## config.mk

```make
export PLATFORM = sky130hd
export DESIGN_NAME = level_to_hue_colour_map
export DESIGN_NICKNAME = d
export VERILOG_FILES = /design/src/design/lvhc_pkg.sv /design/src/design/lvhc_norm.sv /design/src/design/lvhc_hue.sv /design/src/design/lvhc_rgb.sv /design/src/design/level_to_hue_colour_map.sv
export SDC_FILE = /design/constraint.sdc
export NUM_CORES = 2
export LEC_CHECK = 0
export BUFFER_PORTS_ARGS = -buffer_cell sky130_fd_sc_hd__buf_2
export CORE_ASPECT_RATIO = 0.6
export CORE_MARGIN = 2
export CORE_UTILIZATION = 43
export CTS_BUF_LIST = sky130_fd_sc_hd__clkbuf_8 sky130_fd_sc_hd__clkbuf_16
export DETAILED_ROUTE_END_ITERATION = 10
export GPL_TIMING_DRIVEN = 0
export HOLD_SLACK_MARGIN = 0.06
export PLACE_DENSITY = 0.61
export SLEW_MARGIN = 40
export SYNTH_ARGS = -nofsm -noshare
export SYNTH_HDL_FRONTEND = slang
export SYNTH_SLANG_ARGS = --single-unit
```

## constraint.sdc

```tcl
create_clock -name clk_i -period 60.8 [get_ports clk_i]
set_input_delay 12.16 -clock clk_i [delete_from_list [all_inputs] [get_ports clk_i]]
set_output_delay 12.16 -clock clk_i [all_outputs]
set_load 0.03 [all_outputs]
```

## src/design/lvhc_pkg.sv

```systemverilog
`timescale 1ns / 1ps
// ----------------------------------------------------------------------------
// lvhc_pkg
// Shared types and constants of the level to hue colour map pipeline.
// ----------------------------------------------------------------------------
package lvhc_pkg;

  // Width of the normalized fraction; all ones stands for 1.0.
  localparam int FracBits = 16;

  // Hue is held in degrees with 8 fractional bits.
  localparam int HueW       = 17;
  localparam int SectorQ8   = 15360;
  localparam int FullTurnQ8 = 92160;
  localparam int XfW        = 14;

  // 60 degrees in Q8 is 15 * 1024, so the low 10 bits divide out exactly.
  localparam int SectorShift = 10;
  localparam int SectorUnit  = 15;

  // Channel divisor after the shift: 255 * 15, and its scaled reciprocal.
  localparam int ChanDiv    = 3825;
  localparam int RecipK     = 17544;
  localparam int RecipShift = 26;
  localparam int ChanW      = 20;

  typedef enum logic [2:0] {
    REG_RANGE_LOW  = 3'd0,
    REG_RANGE_HIGH = 3'd1,
    REG_HUE_START  = 3'd2,
    REG_HUE_END    = 3'd3,
    REG_SATURATION = 3'd4,
    REG_BRIGHTNESS = 3'd5
  } reg_idx_e;

  typedef enum logic [2:0] {
    SEC_RED_YEL = 3'd0,
    SEC_YEL_GRN = 3'd1,
    SEC_GRN_CYN = 3'd2,
    SEC_CYN_BLU = 3'd3,
    SEC_BLU_MAG = 3'd4,
    SEC_MAG_RED = 3'd5
  } sector_e;

  typedef struct packed {
    logic                valid;
    logic [FracBits-1:0] frac;
    logic                clamped;
    logic                range_invalid;
  } norm_hue_t;

  typedef struct packed {
    logic           valid;
    sector_e        sector;
    logic [XfW-1:0] xf;
    logic           clamped;
    logic           range_invalid;
  } hue_rgb_t;

  typedef struct packed {
    logic       valid;
    logic [7:0] red;
    logic [7:0] green;
    logic [7:0] blue;
    logic       clamped;
    logic       range_invalid;
  } rgb_out_t;

endpackage

```

## src/design/lvhc_norm.sv

```systemverilog
`timescale 1ns / 1ps
// ----------------------------------------------------------------------------
// lvhc_norm
// Range check and normalization of a sample to a 16-bit fraction through a
// pipelined restoring divider that retires one quotient bit per stage.
// ----------------------------------------------------------------------------
module lvhc_norm #(
  parameter int SAMPLE_BITS = 16
) (
  input  logic                   clk_i,
  input  logic                   rst_ni,
  input  logic                   en_i,
  input  logic                   in_valid_i,
  input  logic [SAMPLE_BITS-1:0] sample_i,
  input  logic [SAMPLE_BITS-1:0] range_low_i,
  input  logic [SAMPLE_BITS-1:0] range_high_i,
  output lvhc_pkg::norm_hue_t    out_o
);
  import lvhc_pkg::*;

  localparam int NumW = SAMPLE_BITS + FracBits;

  logic [FracBits:0]         vld_q, vld_d;
  logic [FracBits:0]         clp_q, clp_d;
  logic [FracBits:0]         inv_q, inv_d;
  logic [SAMPLE_BITS-1:0]    rem_q [FracBits+1];
  logic [SAMPLE_BITS-1:0]    rem_d [FracBits+1];
  logic [SAMPLE_BITS-1:0]    den_q [FracBits+1];
  logic [SAMPLE_BITS-1:0]    den_d [FracBits+1];
  logic [FracBits-1:0]       nlo_q [FracBits+1];
  logic [FracBits-1:0]       nlo_d [FracBits+1];
  logic [FracBits-1:0]       quo_q [FracBits+1];
  logic [FracBits-1:0]       quo_d [FracBits+1];

  always_comb begin
    logic                   is_inv;
    logic                   below;
    logic                   above;
    logic [SAMPLE_BITS-1:0] diff;
    logic [NumW-1:0]        num;
    logic [SAMPLE_BITS:0]   trial;
    logic                   ge;

    is_inv = (range_high_i <= range_low_i);
    below  = (sample_i < range_low_i);
    above  = (sample_i > range_high_i);
    diff   = sample_i - range_low_i;
    // diff * 65535 written as diff * 65536 - diff.
    num    = {diff, {FracBits{1'b0}}} - {{FracBits{1'b0}}, diff};

    vld_d[0] = in_valid_i;
    inv_d[0] = is_inv;
    clp_d[0] = !is_inv && (below || above);
    quo_d[0] = '0;
    if (is_inv || below) begin
      rem_d[0] = '0;
      den_d[0] = SAMPLE_BITS'(1);
      nlo_d[0] = '0;
    end else if (above) begin
      // Dividing all ones by one yields the full-scale fraction.
      rem_d[0] = '0;
      den_d[0] = SAMPLE_BITS'(1);
      nlo_d[0] = '1;
    end else begin
      rem_d[0] = num[NumW-1:FracBits];
      den_d[0] = range_high_i - range_low_i;
      nlo_d[0] = num[FracBits-1:0];
    end

    for (int k = 1; k <= FracBits; k++) begin
      trial    = {rem_q[k-1], nlo_q[k-1][FracBits-1]};
      ge       = (trial >= {1'b0, den_q[k-1]});
      rem_d[k] = ge ? SAMPLE_BITS'(trial - {1'b0, den_q[k-1]}) : trial[SAMPLE_BITS-1:0];
      den_d[k] = den_q[k-1];
      nlo_d[k] = {nlo_q[k-1][FracBits-2:0], 1'b0};
      quo_d[k] = {quo_q[k-1][FracBits-2:0], ge};
      vld_d[k] = vld_q[k-1];
      clp_d[k] = clp_q[k-1];
      inv_d[k] = inv_q[k-1];
    end
  end

  always_ff @(posedge clk_i or negedge rst_ni) begin
    if (!rst_ni) begin
      vld_q <= '0;
    end else if (en_i) begin
      vld_q <= vld_d;
    end
  end

  always_ff @(posedge clk_i) begin
    if (en_i) begin
      clp_q <= clp_d;
      inv_q <= inv_d;
      rem_q <= rem_d;
      den_q <= den_d;
      nlo_q <= nlo_d;
      quo_q <= quo_d;
    end
  end

  always_comb begin
    out_o.valid         = vld_q[FracBits];
    out_o.frac          = quo_q[FracBits];
    out_o.clamped       = clp_q[FracBits];
    out_o.range_invalid = inv_q[FracBits];
  end

endmodule

```

## src/design/lvhc_hue.sv

```systemverilog
`timescale 1ns / 1ps
// ----------------------------------------------------------------------------
// lvhc_hue
// Maps the fraction onto the configured hue span, wraps it to one turn and
// splits it into a 60-degree sector and the secondary-component weight.
// ----------------------------------------------------------------------------
module lvhc_hue (
  input  logic                clk_i,
  input  logic                rst_ni,
  input  logic                en_i,
  input  lvhc_pkg::norm_hue_t in_i,
  input  logic [8:0]          hue_start_i,
  input  logic [8:0]          hue_end_i,
  output lvhc_pkg::hue_rgb_t  out_o
);
  import lvhc_pkg::*;

  localparam int NumStages = 5;
  localparam int ProdW     = 25;

  logic [NumStages-1:0] vld_q;
  logic [NumStages-1:0] clp_q;
  logic [NumStages-1:0] inv_q;

  logic [ProdW-1:0] prod_q, prod_d;
  logic [HueW-1:0]  off_q, off_d;
  logic [HueW-1:0]  hsum_q, hsum_d;
  logic [HueW-1:0]  hue_q, hue_d;
  sector_e          sec_q, sec_d;
  logic [XfW-1:0]   xf_q, xf_d;

  // Stage 1: span times fraction.
  always_comb begin
    logic [8:0] span;
    span   = (hue_end_i >= hue_start_i) ? (hue_end_i - hue_start_i)
                                        : (hue_start_i - hue_end_i);
    prod_d = ProdW'(span) * ProdW'(in_i.frac);
  end

  // Stage 2: floor(prod * 256 / 65535) by the 2^16 - 1 folding trick.
  always_comb begin
    logic [HueW-1:0] q0;
    logic [17:0]     rfold;
    q0    = prod_q[ProdW-1:8];
    rfold = 18'({prod_q[7:0], 8'h00}) + 18'(q0);
    if (rfold >= 18'(2 * ((1 << FracBits) - 1))) begin
      off_d = q0 + HueW'(2);
    end else if (rfold >= 18'((1 << FracBits) - 1)) begin
      off_d = q0 + HueW'(1);
    end else begin
      off_d = q0;
    end
  end

  // Stage 3: offset applied toward the end hue.
  always_comb begin
    logic [HueW-1:0] base;
    base   = {hue_start_i, 8'h00};
    hsum_d = (hue_end_i >= hue_start_i) ? (base + off_q) : (base - off_q);
  end

  // Stage 4: one wrap is enough since the sum stays below two turns.
  always_comb begin
    hue_d = (hsum_q >= HueW'(FullTurnQ8)) ? (hsum_q - HueW'(FullTurnQ8)) : hsum_q;
  end

  // Stage 5: sector and the weight of the secondary component.
  always_comb begin
    logic [HueW-1:0] sbase;
    logic [XfW-1:0]  h_in;
    if (hue_q >= HueW'(5 * SectorQ8)) begin
      sec_d = SEC_MAG_RED;
      sbase = HueW'(5 * SectorQ8);
    end else if (hue_q >= HueW'(4 * SectorQ8)) begin
      sec_d = SEC_BLU_MAG;
      sbase = HueW'(4 * SectorQ8);
    end else if (hue_q >= HueW'(3 * SectorQ8)) begin
      sec_d = SEC_CYN_BLU;
      sbase = HueW'(3 * SectorQ8);
    end else if (hue_q >= HueW'(2 * SectorQ8)) begin
      sec_d = SEC_GRN_CYN;
      sbase = HueW'(2 * SectorQ8);
    end else if (hue_q >= HueW'(SectorQ8)) begin
      sec_d = SEC_YEL_GRN;
      sbase = HueW'(SectorQ8);
    end else begin
      sec_d = SEC_RED_YEL;
      sbase = '0;
    end
    h_in = XfW'(hue_q - sbase);
    // Even sectors rise with the hue, odd sectors fall.
    xf_d = sec_d[0] ? (XfW'(SectorQ8) - h_in) : h_in;
  end

  always_ff @(posedge clk_i or negedge rst_ni) begin
    if (!rst_ni) begin
      vld_q <= '0;
    end else if (en_i) begin
      vld_q <= {vld_q[NumStages-2:0], in_i.valid};
    end
  end

  always_ff @(posedge clk_i) begin
    if (en_i) begin
      clp_q  <= {clp_q[NumStages-2:0], in_i.clamped};
      inv_q  <= {inv_q[NumStages-2:0], in_i.range_invalid};
      prod_q <= prod_d;
      off_q  <= off_d;
      hsum_q <= hsum_d;
      hue_q  <= hue_d;
      sec_q  <= sec_d;
      xf_q   <= xf_d;
    end
  end

  always_comb begin
    out_o.valid         = vld_q[NumStages-1];
    out_o.sector        = sec_q;
    out_o.xf            = xf_q;
    out_o.clamped       = clp_q[NumStages-1];
    out_o.range_invalid = inv_q[NumStages-1];
  end

endmodule

```

## src/design/lvhc_rgb.sv

```systemverilog
`timescale 1ns / 1ps
// ----------------------------------------------------------------------------
// lvhc_rgb
// Converts sector and weight with saturation and brightness into 8-bit
// channels; the final division by a constant uses a reciprocal and one
// correction step.
// ----------------------------------------------------------------------------
module lvhc_rgb (
  input  logic               clk_i,
  input  logic               rst_ni,
  input  logic               en_i,
  input  lvhc_pkg::hue_rgb_t in_i,
  input  logic [7:0]         saturation_i,
  input  logic [7:0]         brightness_i,
  output lvhc_pkg::rgb_out_t out_o
);
  import lvhc_pkg::*;

  localparam int NumStages = 5;
  localparam int XpW       = 16 + XfW;
  localparam int RecW      = ChanW + 15;

  logic [NumStages-1:0] vld_q;
  logic [NumStages-1:0] clp_q;
  logic [NumStages-1:0] inv_q;

  // Sector rides along until the channel select, the weight until the product.
  sector_e        sec1_q, sec2_q;
  logic [XfW-1:0] xf1_q;

  logic [15:0]            vs_q, vs_d;
  logic [15:0]            vm_q, vm_d;
  logic [XpW-1:0]         xp_q, xp_d;
  logic [ChanW-1:0]       cq_q, cq_d;
  logic [ChanW-1:0]       mq_q, mq_d;
  logic [2:0][ChanW-1:0]  y3_q, y3_d;
  logic [2:0][ChanW-1:0]  y4_q;
  logic [2:0][7:0]        qe_q, qe_d;
  logic [2:0][7:0]        ch_q, ch_d;

  // Stage 1: V*S and V*(255-S).
  always_comb begin
    vs_d = {8'h00, saturation_i} * {8'h00, brightness_i};
    vm_d = {8'h00, 8'd255 - saturation_i} * {8'h00, brightness_i};
  end

  // Stage 2: chroma and offset scaled by 1/1024, secondary unscaled.
  always_comb begin
    xp_d = XpW'(vs_q) * XpW'(xf1_q);
    cq_d = ChanW'(vs_q) * ChanW'(SectorUnit);
    mq_d = ChanW'(vm_q) * ChanW'(SectorUnit);
  end

  // Stage 3: route terms to channels and add the offset.
  always_comb begin
    logic [ChanW-1:0] xq;
    logic [ChanW-1:0] r;
    logic [ChanW-1:0] g;
    logic [ChanW-1:0] b;
    xq = xp_q[XpW-1:SectorShift];
    case (sec2_q)
      SEC_RED_YEL: begin r = cq_q; g = xq;   b = '0;   end
      SEC_YEL_GRN: begin r = xq;   g = cq_q; b = '0;   end
      SEC_GRN_CYN: begin r = '0;   g = cq_q; b = xq;   end
      SEC_CYN_BLU: begin r = '0;   g = xq;   b = cq_q; end
      SEC_BLU_MAG: begin r = xq;   g = '0;   b = cq_q; end
      default:     begin r = cq_q; g = '0;   b = xq;   end
    endcase
    y3_d[0] = r + mq_q;
    y3_d[1] = g + mq_q;
    y3_d[2] = b + mq_q;
  end

  // Stage 4: quotient estimate, low by at most one.
  always_comb begin
    logic [RecW-1:0] rec;
    for (int c = 0; c < 3; c++) begin
      rec     = RecW'(y3_q[c]) * RecW'(RecipK);
      qe_d[c] = rec[RecipShift+7:RecipShift];
    end
  end

  // Stage 5: correction and saturation.
  always_comb begin
    logic [ChanW-1:0] rem;
    logic [8:0]       q;
    for (int c = 0; c < 3; c++) begin
      rem     = y4_q[c] - ChanW'(qe_q[c]) * ChanW'(ChanDiv);
      q       = (rem >= ChanW'(ChanDiv)) ? ({1'b0, qe_q[c]} + 9'd1) : {1'b0, qe_q[c]};
      ch_d[c] = q[8] ? 8'hFF : q[7:0];
    end
  end

  always_ff @(posedge clk_i or negedge rst_ni) begin
    if (!rst_ni) begin
      vld_q <= '0;
    end else if (en_i) begin
      vld_q <= {vld_q[NumStages-2:0], in_i.valid};
    end
  end

  always_ff @(posedge clk_i) begin
    if (en_i) begin
      clp_q  <= {clp_q[NumStages-2:0], in_i.clamped};
      inv_q  <= {inv_q[NumStages-2:0], in_i.range_invalid};
      sec1_q <= in_i.sector;
      xf1_q  <= in_i.xf;
      sec2_q <= sec1_q;
      vs_q   <= vs_d;
      vm_q   <= vm_d;
      xp_q   <= xp_d;
      cq_q   <= cq_d;
      mq_q   <= mq_d;
      y3_q   <= y3_d;
      y4_q   <= y3_q;
      qe_q   <= qe_d;
      ch_q   <= ch_d;
    end
  end

  always_comb begin
    out_o.valid         = vld_q[NumStages-1];
    out_o.red           = ch_q[0];
    out_o.green         = ch_q[1];
    out_o.blue          = ch_q[2];
    out_o.clamped       = clp_q[NumStages-1];
    out_o.range_invalid = inv_q[NumStages-1];
  end

endmodule

```

## src/design/level_to_hue_colour_map.sv

```systemverilog
`timescale 1ns / 1ps
// ----------------------------------------------------------------------------
// level_to_hue_colour_map
// Colours an unsigned sample by its place in a configured range: the sample
// is normalized, mapped onto a hue span and converted from HSV to RGB with
// configured saturation and brightness. The block accepts one sample beat in
// every clock while it is not stalled and returns one colour beat per
// sample, in order. Pipeline depth is set mostly by the normalizing divider,
// which is a 17-stage pipeline (range check plus one stage per fraction
// bit); five stages follow for the hue span, wrap and sector split, and five
// for the HSV products and the final scaling. The whole pipeline advances as
// one: when a finished beat waits at the output under stall, every stage
// holds, and in_stall_o rises in that same cycle. Registers are written
// through the APB-style port and must only change while no sample is in
// flight; they need no clearing pass and take effect at once after reset.
// ----------------------------------------------------------------------------
module level_to_hue_colour_map #(
  parameter int SAMPLE_BITS = 16
) (
  input  logic                   clk_i,
  input  logic                   rst_ni,
  // sample channel
  input  logic                   in_valid_i,
  output logic                   in_stall_o,
  input  logic [SAMPLE_BITS-1:0] sample_i,
  // colour channel
  output logic                   out_valid_o,
  input  logic                   out_stall_i,
  output logic [7:0]             red_out_o,
  output logic [7:0]             green_out_o,
  output logic [7:0]             blue_out_o,
  output logic                   clamped_o,
  output logic                   range_invalid_o,
  // configuration port
  input  logic                   psel,
  input  logic                   penable,
  input  logic                   pwrite,
  input  logic [4:0]             paddr,
  input  logic [31:0]            pwdata,
  output logic [31:0]            prdata,
  output logic                   pready
);
  import lvhc_pkg::*;

  logic [SAMPLE_BITS-1:0] range_low_q;
  logic [SAMPLE_BITS-1:0] range_high_q;
  logic [8:0]             hue_start_q;
  logic [8:0]             hue_end_q;
  logic [7:0]             saturation_q;
  logic [7:0]             brightness_q;

  logic      cfg_wr;
  reg_idx_e  cfg_idx;
  logic      pipe_en;
  norm_hue_t norm_hue;
  hue_rgb_t  hue_rgb;
  rgb_out_t  rgb_out;

  // The register index sits above the two byte-offset bits.
  assign cfg_idx = reg_idx_e'(paddr[4:2]);
  assign cfg_wr  = psel && penable && pwrite;
  assign pready  = 1'b1;

  always_ff @(posedge clk_i or negedge rst_ni) begin
    if (!rst_ni) begin
      range_low_q  <= '0;
      range_high_q <= '1;
      hue_start_q  <= 9'd0;
      hue_end_q    <= 9'd120;
      saturation_q <= 8'd255;
      brightness_q <= 8'd255;
    end else if (cfg_wr) begin
      case (cfg_idx)
        REG_RANGE_LOW:  range_low_q  <= pwdata[SAMPLE_BITS-1:0];
        REG_RANGE_HIGH: range_high_q <= pwdata[SAMPLE_BITS-1:0];
        REG_HUE_START:  hue_start_q  <= pwdata[8:0];
        REG_HUE_END:    hue_end_q    <= pwdata[8:0];
        REG_SATURATION: saturation_q <= pwdata[7:0];
        REG_BRIGHTNESS: brightness_q <= pwdata[7:0];
        default: ;
      endcase
    end
  end

  always_comb begin
    case (cfg_idx)
      REG_RANGE_LOW:  prdata = 32'(range_low_q);
      REG_RANGE_HIGH: prdata = 32'(range_high_q);
      REG_HUE_START:  prdata = 32'(hue_start_q);
      REG_HUE_END:    prdata = 32'(hue_end_q);
      REG_SATURATION: prdata = 32'(saturation_q);
      REG_BRIGHTNESS: prdata = 32'(brightness_q);
      default:        prdata = '0;
    endcase
  end

  // A waiting output beat under stall freezes every stage at once.
  assign pipe_en    = !(rgb_out.valid && out_stall_i);
  assign in_stall_o = !pipe_en;

  lvhc_norm #(
    .SAMPLE_BITS(SAMPLE_BITS)
  ) u_norm (
    .clk_i       (clk_i),
    .rst_ni      (rst_ni),
    .en_i        (pipe_en),
    .in_valid_i  (in_valid_i),
    .sample_i    (sample_i),
    .range_low_i (range_low_q),
    .range_high_i(range_high_q),
    .out_o       (norm_hue)
  );

  lvhc_hue u_hue (
    .clk_i      (clk_i),
    .rst_ni     (rst_ni),
    .en_i       (pipe_en),
    .in_i       (norm_hue),
    .hue_start_i(hue_start_q),
    .hue_end_i  (hue_end_q),
    .out_o      (hue_rgb)
  );

  lvhc_rgb u_rgb (
    .clk_i       (clk_i),
    .rst_ni      (rst_ni),
    .en_i        (pipe_en),
    .in_i        (hue_rgb),
    .saturation_i(saturation_q),
    .brightness_i(brightness_q),
    .out_o       (rgb_out)
  );

  assign out_valid_o     = rgb_out.valid;
  assign red_out_o       = rgb_out.red;
  assign green_out_o     = rgb_out.green;
  assign blue_out_o      = rgb_out.blue;
  assign clamped_o       = rgb_out.clamped;
  assign range_invalid_o = rgb_out.range_invalid;

endmodule

```

### Yosys cells after proc, flatten, opt, wreduce, memory -nomap -nowiden

Index checks and enable logic that the tools add are counted.

* output and inout port bits: 61
* word-level logic and storage cells: 258
* input bits: 60
* register bits: 1314

* $lt $le $gt $ge: 31
* multiplexer cells: 39
* eq/ne operators: 9
* reduce and logical (&&, ||, !) cells: 23
* multiply operators: 12
* add/subtract/negate cells: 38

Operators with widths (number)
* $ge A17 B16 Y1: 16
* $sub A16 B16 Y16: 17
* $mux W16: 16
* $pmux W20 S2: 3
* $pmux W16 S6: 1
* $mul A20 B12 Y31 const B: 3
* $mux W14: 6
* $mux W17: 4
* $add A20 B20 Y20: 3
* $ge A20 B12 Y1 const B: 3
* $mul A8 B12 Y20 const B: 3
* $sub A20 B20 Y20: 3
* $mul A16 B4 Y20 const B: 2
* $mux W9: 4
* $ge A17 B16 Y1 const B: 2
* $ge A17 B17 Y1 const B: 2
* $mul A8 B8 Y16: 2
* $sub A32 B16 Y32: 1
* $mul A16 B14 Y30: 1
* $add A8 B1 Y9 const B: 3
* $mul A9 B16 Y25: 1
* $add A16 B17 Y18: 1
* $ge A18 B16 Y1 const B: 1
* $ge A18 B17 Y1 const B: 1
* 26 further kinds: 53

### Depth between registers and ports, before layout

* depth after elaboration: 9
* mapped depth: 31
* gate-level depth less buffers: 30

### Cells and area by module

From an unflattened synthesis, not the netlist that was laid out.

* cells, all modules: 8982
* area, all modules: 98801.0 um^2

By module, submodules not included
* lvhc_norm: times used 1, seq. area each 24989.0 um^2, cells each 3472, area each 42761.0 um^2
* lvhc_rgb: times used 1, seq. area each 8833.5 um^2, cells each 4131, area each 41359.7 um^2
* lvhc_hue: times used 1, seq. area each 3218.1 um^2, cells each 1138, area each 11357.1 um^2
* level_to_hue_colour_map: times used 1, seq. area each 1696.6 um^2, cells each 241, area each 3323.2 um^2

### Worst setup path after synthesis

OpenSTA, ideal clock, no wires.

* path type: input-to-output
* start: input port out_stall_i
* end: output port in_stall_o
* setup slack: -4140 ps
* stages on the path: 4
* arrival time: 52780 ps
* path through: nand2_1 clkbuf_1 buf_1 inv_1

* longest elaborated chain between the ends: 1

Ends and longest elaborated chain
* start: declaration: line level_to_hue_colour_map.sv:28 `input logic out_stall_i,`
* $logic_and A1 B1 Y1: line level_to_hue_colour_map.sv:98 `assign pipe_en = !(rgb_out.valid && out_stall_i);`
* end: declaration: line level_to_hue_colour_map.sv:24 `output logic in_stall_o,`

Every way passes these cells.

### Final worst setup path

Ends and elaborated chain as after synthesis.

==> flow_metrics.env <==
export IMPL_period_minus_slack_ns=27.66
export IMPL_slew_violations=0
export IMPL_cpPeakStageDelay_ns=0.49
export IMPL_max_freq_mhz=36.16
export IMPL_fin_crit_sh_pct=45.49
export IMPL_dp_cells=11750
export IMPL_ys_ff_latch=1304
export IMPL_instances_no_fill=12000
export IMPL_area_growth_pct=9.593
export IMPL_worst_pin_slew_ns=0.7952
export IMPL_root_buffer="clkbuf_16"
export IMPL_ys_seq_area_share_pct=40.07
export IMPL_cp_num_buf_inv=9
export IMPL_avgSynthCellArea_um2=11.18
export IMPL_dp_final_hpwl_mm=176.8
export IMPL_syn_inst=8646
export IMPL_ff2ff_setup_slack_ns=51.36
export IMPL_path_clk_slew_ns=0.06
export IMPL_portBuffers=82
export IMPL_grt_overflow=0
export IMPL_asyncSetResetFlopFracSynth_pct=7.132
export IMPL_antenna_found_initial=8
export IMPL_path_cells="buf_2 > nand2_1 > clkbuf_1 > buf_16 > buf_16 > buf_16 > buf_16 > buf_16 > inv_1 > buf_2"
export IMPL_clk_latency_ns=0.82
export IMPL_initial_core_util_pct=43.35
export IMPL_synth_largest_area_cell="edfxtp_1"
export IMPL_skew_ns=0.09116
export IMPL_gp_congestion=0.9629
export IMPL_post_cts_resized=0
export IMPL_hold_violations=0
export IMPL_yosys_top_cells_area="edfxtp_1 (38%), ha_1 (14%), fa_1 (13%), inv_1 (5.5%), xnor2_1 (2.9%)"
export IMPL_synth_ff_type="edfxtp_1"
export IMPL_cts_made_buffers=142
export IMPL_crit_top_cell="buf_16"
export IMPL_cp_arrival_ns=15.50
export IMPL_die_area_mm2=0.2287
export IMPL_wl_per_cell_um=18.67
export IMPL_core_mm2=0.2230
export IMPL_crit_required_ns=48.64
export IMPL_htree_levels=4
export IMPL_vias=63270
export IMPL_grt_usage_pct=19.68
export IMPL_crit_family="buffers and inverters"
export IMPL_yosysWarnings=0
export IMPL_num_rows=134
export IMPL_final_common_cell="inv_1"
export IMPL_rr_endpoint="u_hue.prod_q[24]"
export IMPL_vias_per_cell=5.274
export IMPL_drtAntennaViolNets=0
export IMPL_whs_ns=0.3982
export IMPL_holdBufCountCts=0
export IMPL_hold_start="u_norm.quo_d[27]"
export IMPL_critPathSlowestCell="clkbuf_1"
export IMPL_layout_common_cells="inv_1 (1425), edfxtp_1 (1211), ha_1 (1102)"
export IMPL_status="finished clean"
export IMPL_cp_max_fo=121
export IMPL_path_class="in -> out"
export IMPL_whs_path_depth=0
export IMPL_grt_pass1_vias=62340
export IMPL_cp_start_kind="input pin"
export IMPL_hold_class="reg -> reg"
export IMPL_drv_cap=0
export IMPL_wl_mm=224.0
export IMPL_cts_setup_buffers=0
export IMPL_clk_path_buf_depth=4
export IMPL_crit_start="out_stall_i"
export IMPL_syn_cell_area_mm2=0.09666
export IMPL_drt_iter0_drc=5253
export IMPL_reg2reg_from="hue_start_q[1]"
export IMPL_ff2ff_path_depth=29
export IMPL_grt_pass1_wl_mm=356.5
export IMPL_synthDistinctLibCells=105
export IMPL_synth_edff_count=1211
export IMPL_fin_nets=10680
export IMPL_die_h_um=371.3
export IMPL_yosysTopAreaCellShare_pct=37.62
export IMPL_drt_pass1_iterations=6
export IMPL_rsz0062_at_grt="false"
export IMPL_hold_end="u_norm.quo_d[12]"
export IMPL_worstSetupEndpointType="output port"
export IMPL_drc=0
export IMPL_drive_gt1_share_pct=7.420
export IMPL_grt_max_degree=125
export IMPL_cts_tree="built"
export IMPL_die_x_um=616.1
export IMPL_slew_headroom_pct=46.29
export IMPL_ioPinCount=121
export IMPL_final_util_pct=47.51
export IMPL_cts_sinks=1304
export IMPL_setup_violations_final=0
-- cells in the mapped netlist (all sizes together) (76+ instances only) --
cell and instances:
a21o 119, a21oi 344, and2 211, clkbuf 114, edfxtp 1211, fa 616
ha 1102, inv 1407, mux2 201, mux2i 76, nand2 587, nand2b 93
nand3 120, nor2 389, nor2b 162, nor3 136, o21ai 326, xnor2 318
xor2 124
-- state kept, by name, summed over array words and instances, names as in the netlist, 17 cells and up --
| name | flops |
|---|---|
| u_norm.inv_q | 17 |
| u_hue.off_q | 17 |
| u_rgb.y4_q | 60 |
| u_rgb.mq_q | 20 |
| u_hue.prod_q | 25 |
| u_rgb.y3_q | 60 |
| u_norm.vld_q | 17 |
| u_hue.hsum_q | 17 |
| u_norm.den_d | 256 |
| u_norm.quo_d | 120 |
| u_rgb.out_o | 24 |
| u_norm.clp_q | 17 |
| u_rgb.cq_q | 20 |
| u_norm.nlo_d | 120 |
| u_norm.rem_q | 256 |
| u_rgb.qe_q | 24 |
| u_rgb.xp_q | 20 |
| u_hue.hue_q | 17 |
-- metrics by stage --
| step | instance area (um2) | setup TNS, ns | setup slack [ns] |
|---|---|---|---|
| final | 105900 | 0 | 33.14 |
| after global routing | 105900 | 0 | 32.78 |
| after CTS | 105900 | 0 | 33.07 |
| after detailed placement | 101300 | 0 | 33.07 |
| after global placement | 100900 | -4.183 | -4.183 |
| after floorplan | 96730 | 0 | 0.7518 |
-- worst register-to-register path: cells and delay by family, from the launching register on --
family | cells | cell delay [ns]
multiplexers | 1 | 0.52
buffers and inverters | 5 | 0.86
adder cells (fa/ha/maj) | 6 | 2.71
XOR/XNOR | 1 | 0.15
AO/OA/AOI/OAI | 11 | 3.40
AND/OR/NAND/NOR | 5 | 1.00
flip-flops | 1 | 0.54
-- metal layers --
metal / wire length (um) / track usage, %
met5: 0 / 0
met4: 3707 / 3.565
met3: 15710 / 3.751
met2: 88500 / 27.57
met1: 116100 / 31.34
-- cells by family (layout without fill, tap and decap cells) --
kind of cell	after synthesis	in the layout	synth area share (%)
adder cells (fa/ha/maj)	1718	1718	27.02
flip-flops	1304	1304	40.07
multiplexers	279	279	3.280
AO/OA/AOI/OAI	1357	1357	9.238
XOR/XNOR	442	442	4.013
buffers and inverters	1571	1913	6.232
AND/OR/NAND/NOR	1973	1973	10.13
other	2	18	0.007769
-- cell type report --
type                            count  area [um2]
Antenna cell                        1       2.502
Multi-Input combinational cell   5786       52030
Sequential cell                  1304       38740
Inverter                         1407        5281
Timing Repair Buffer               96       767.0
Buffer                            164       768.2
Clock buffer                      150        3709
Clock inverter                     96       897.1
Fill cell                       19960      117100
Tap cell                         2992        3744
-- worst max-delay path by stage --
stage                  to  slack (ns)  cells past startpoint
2_1_floorplan  in_stall_o        0.75                      4
3_3_place_gp   in_stall_o       -4.18                      6
3_5_place_dp   in_stall_o       33.07                     10
4_1_cts        in_stall_o       33.07                     10
5_1_grt        in_stall_o       32.78                     10
6_report       in_stall_o       33.14                     10
Power is left out: the tool's default activity adds up to more than one toggle a clock period on the data nets, which glitch-free logic cannot reach.
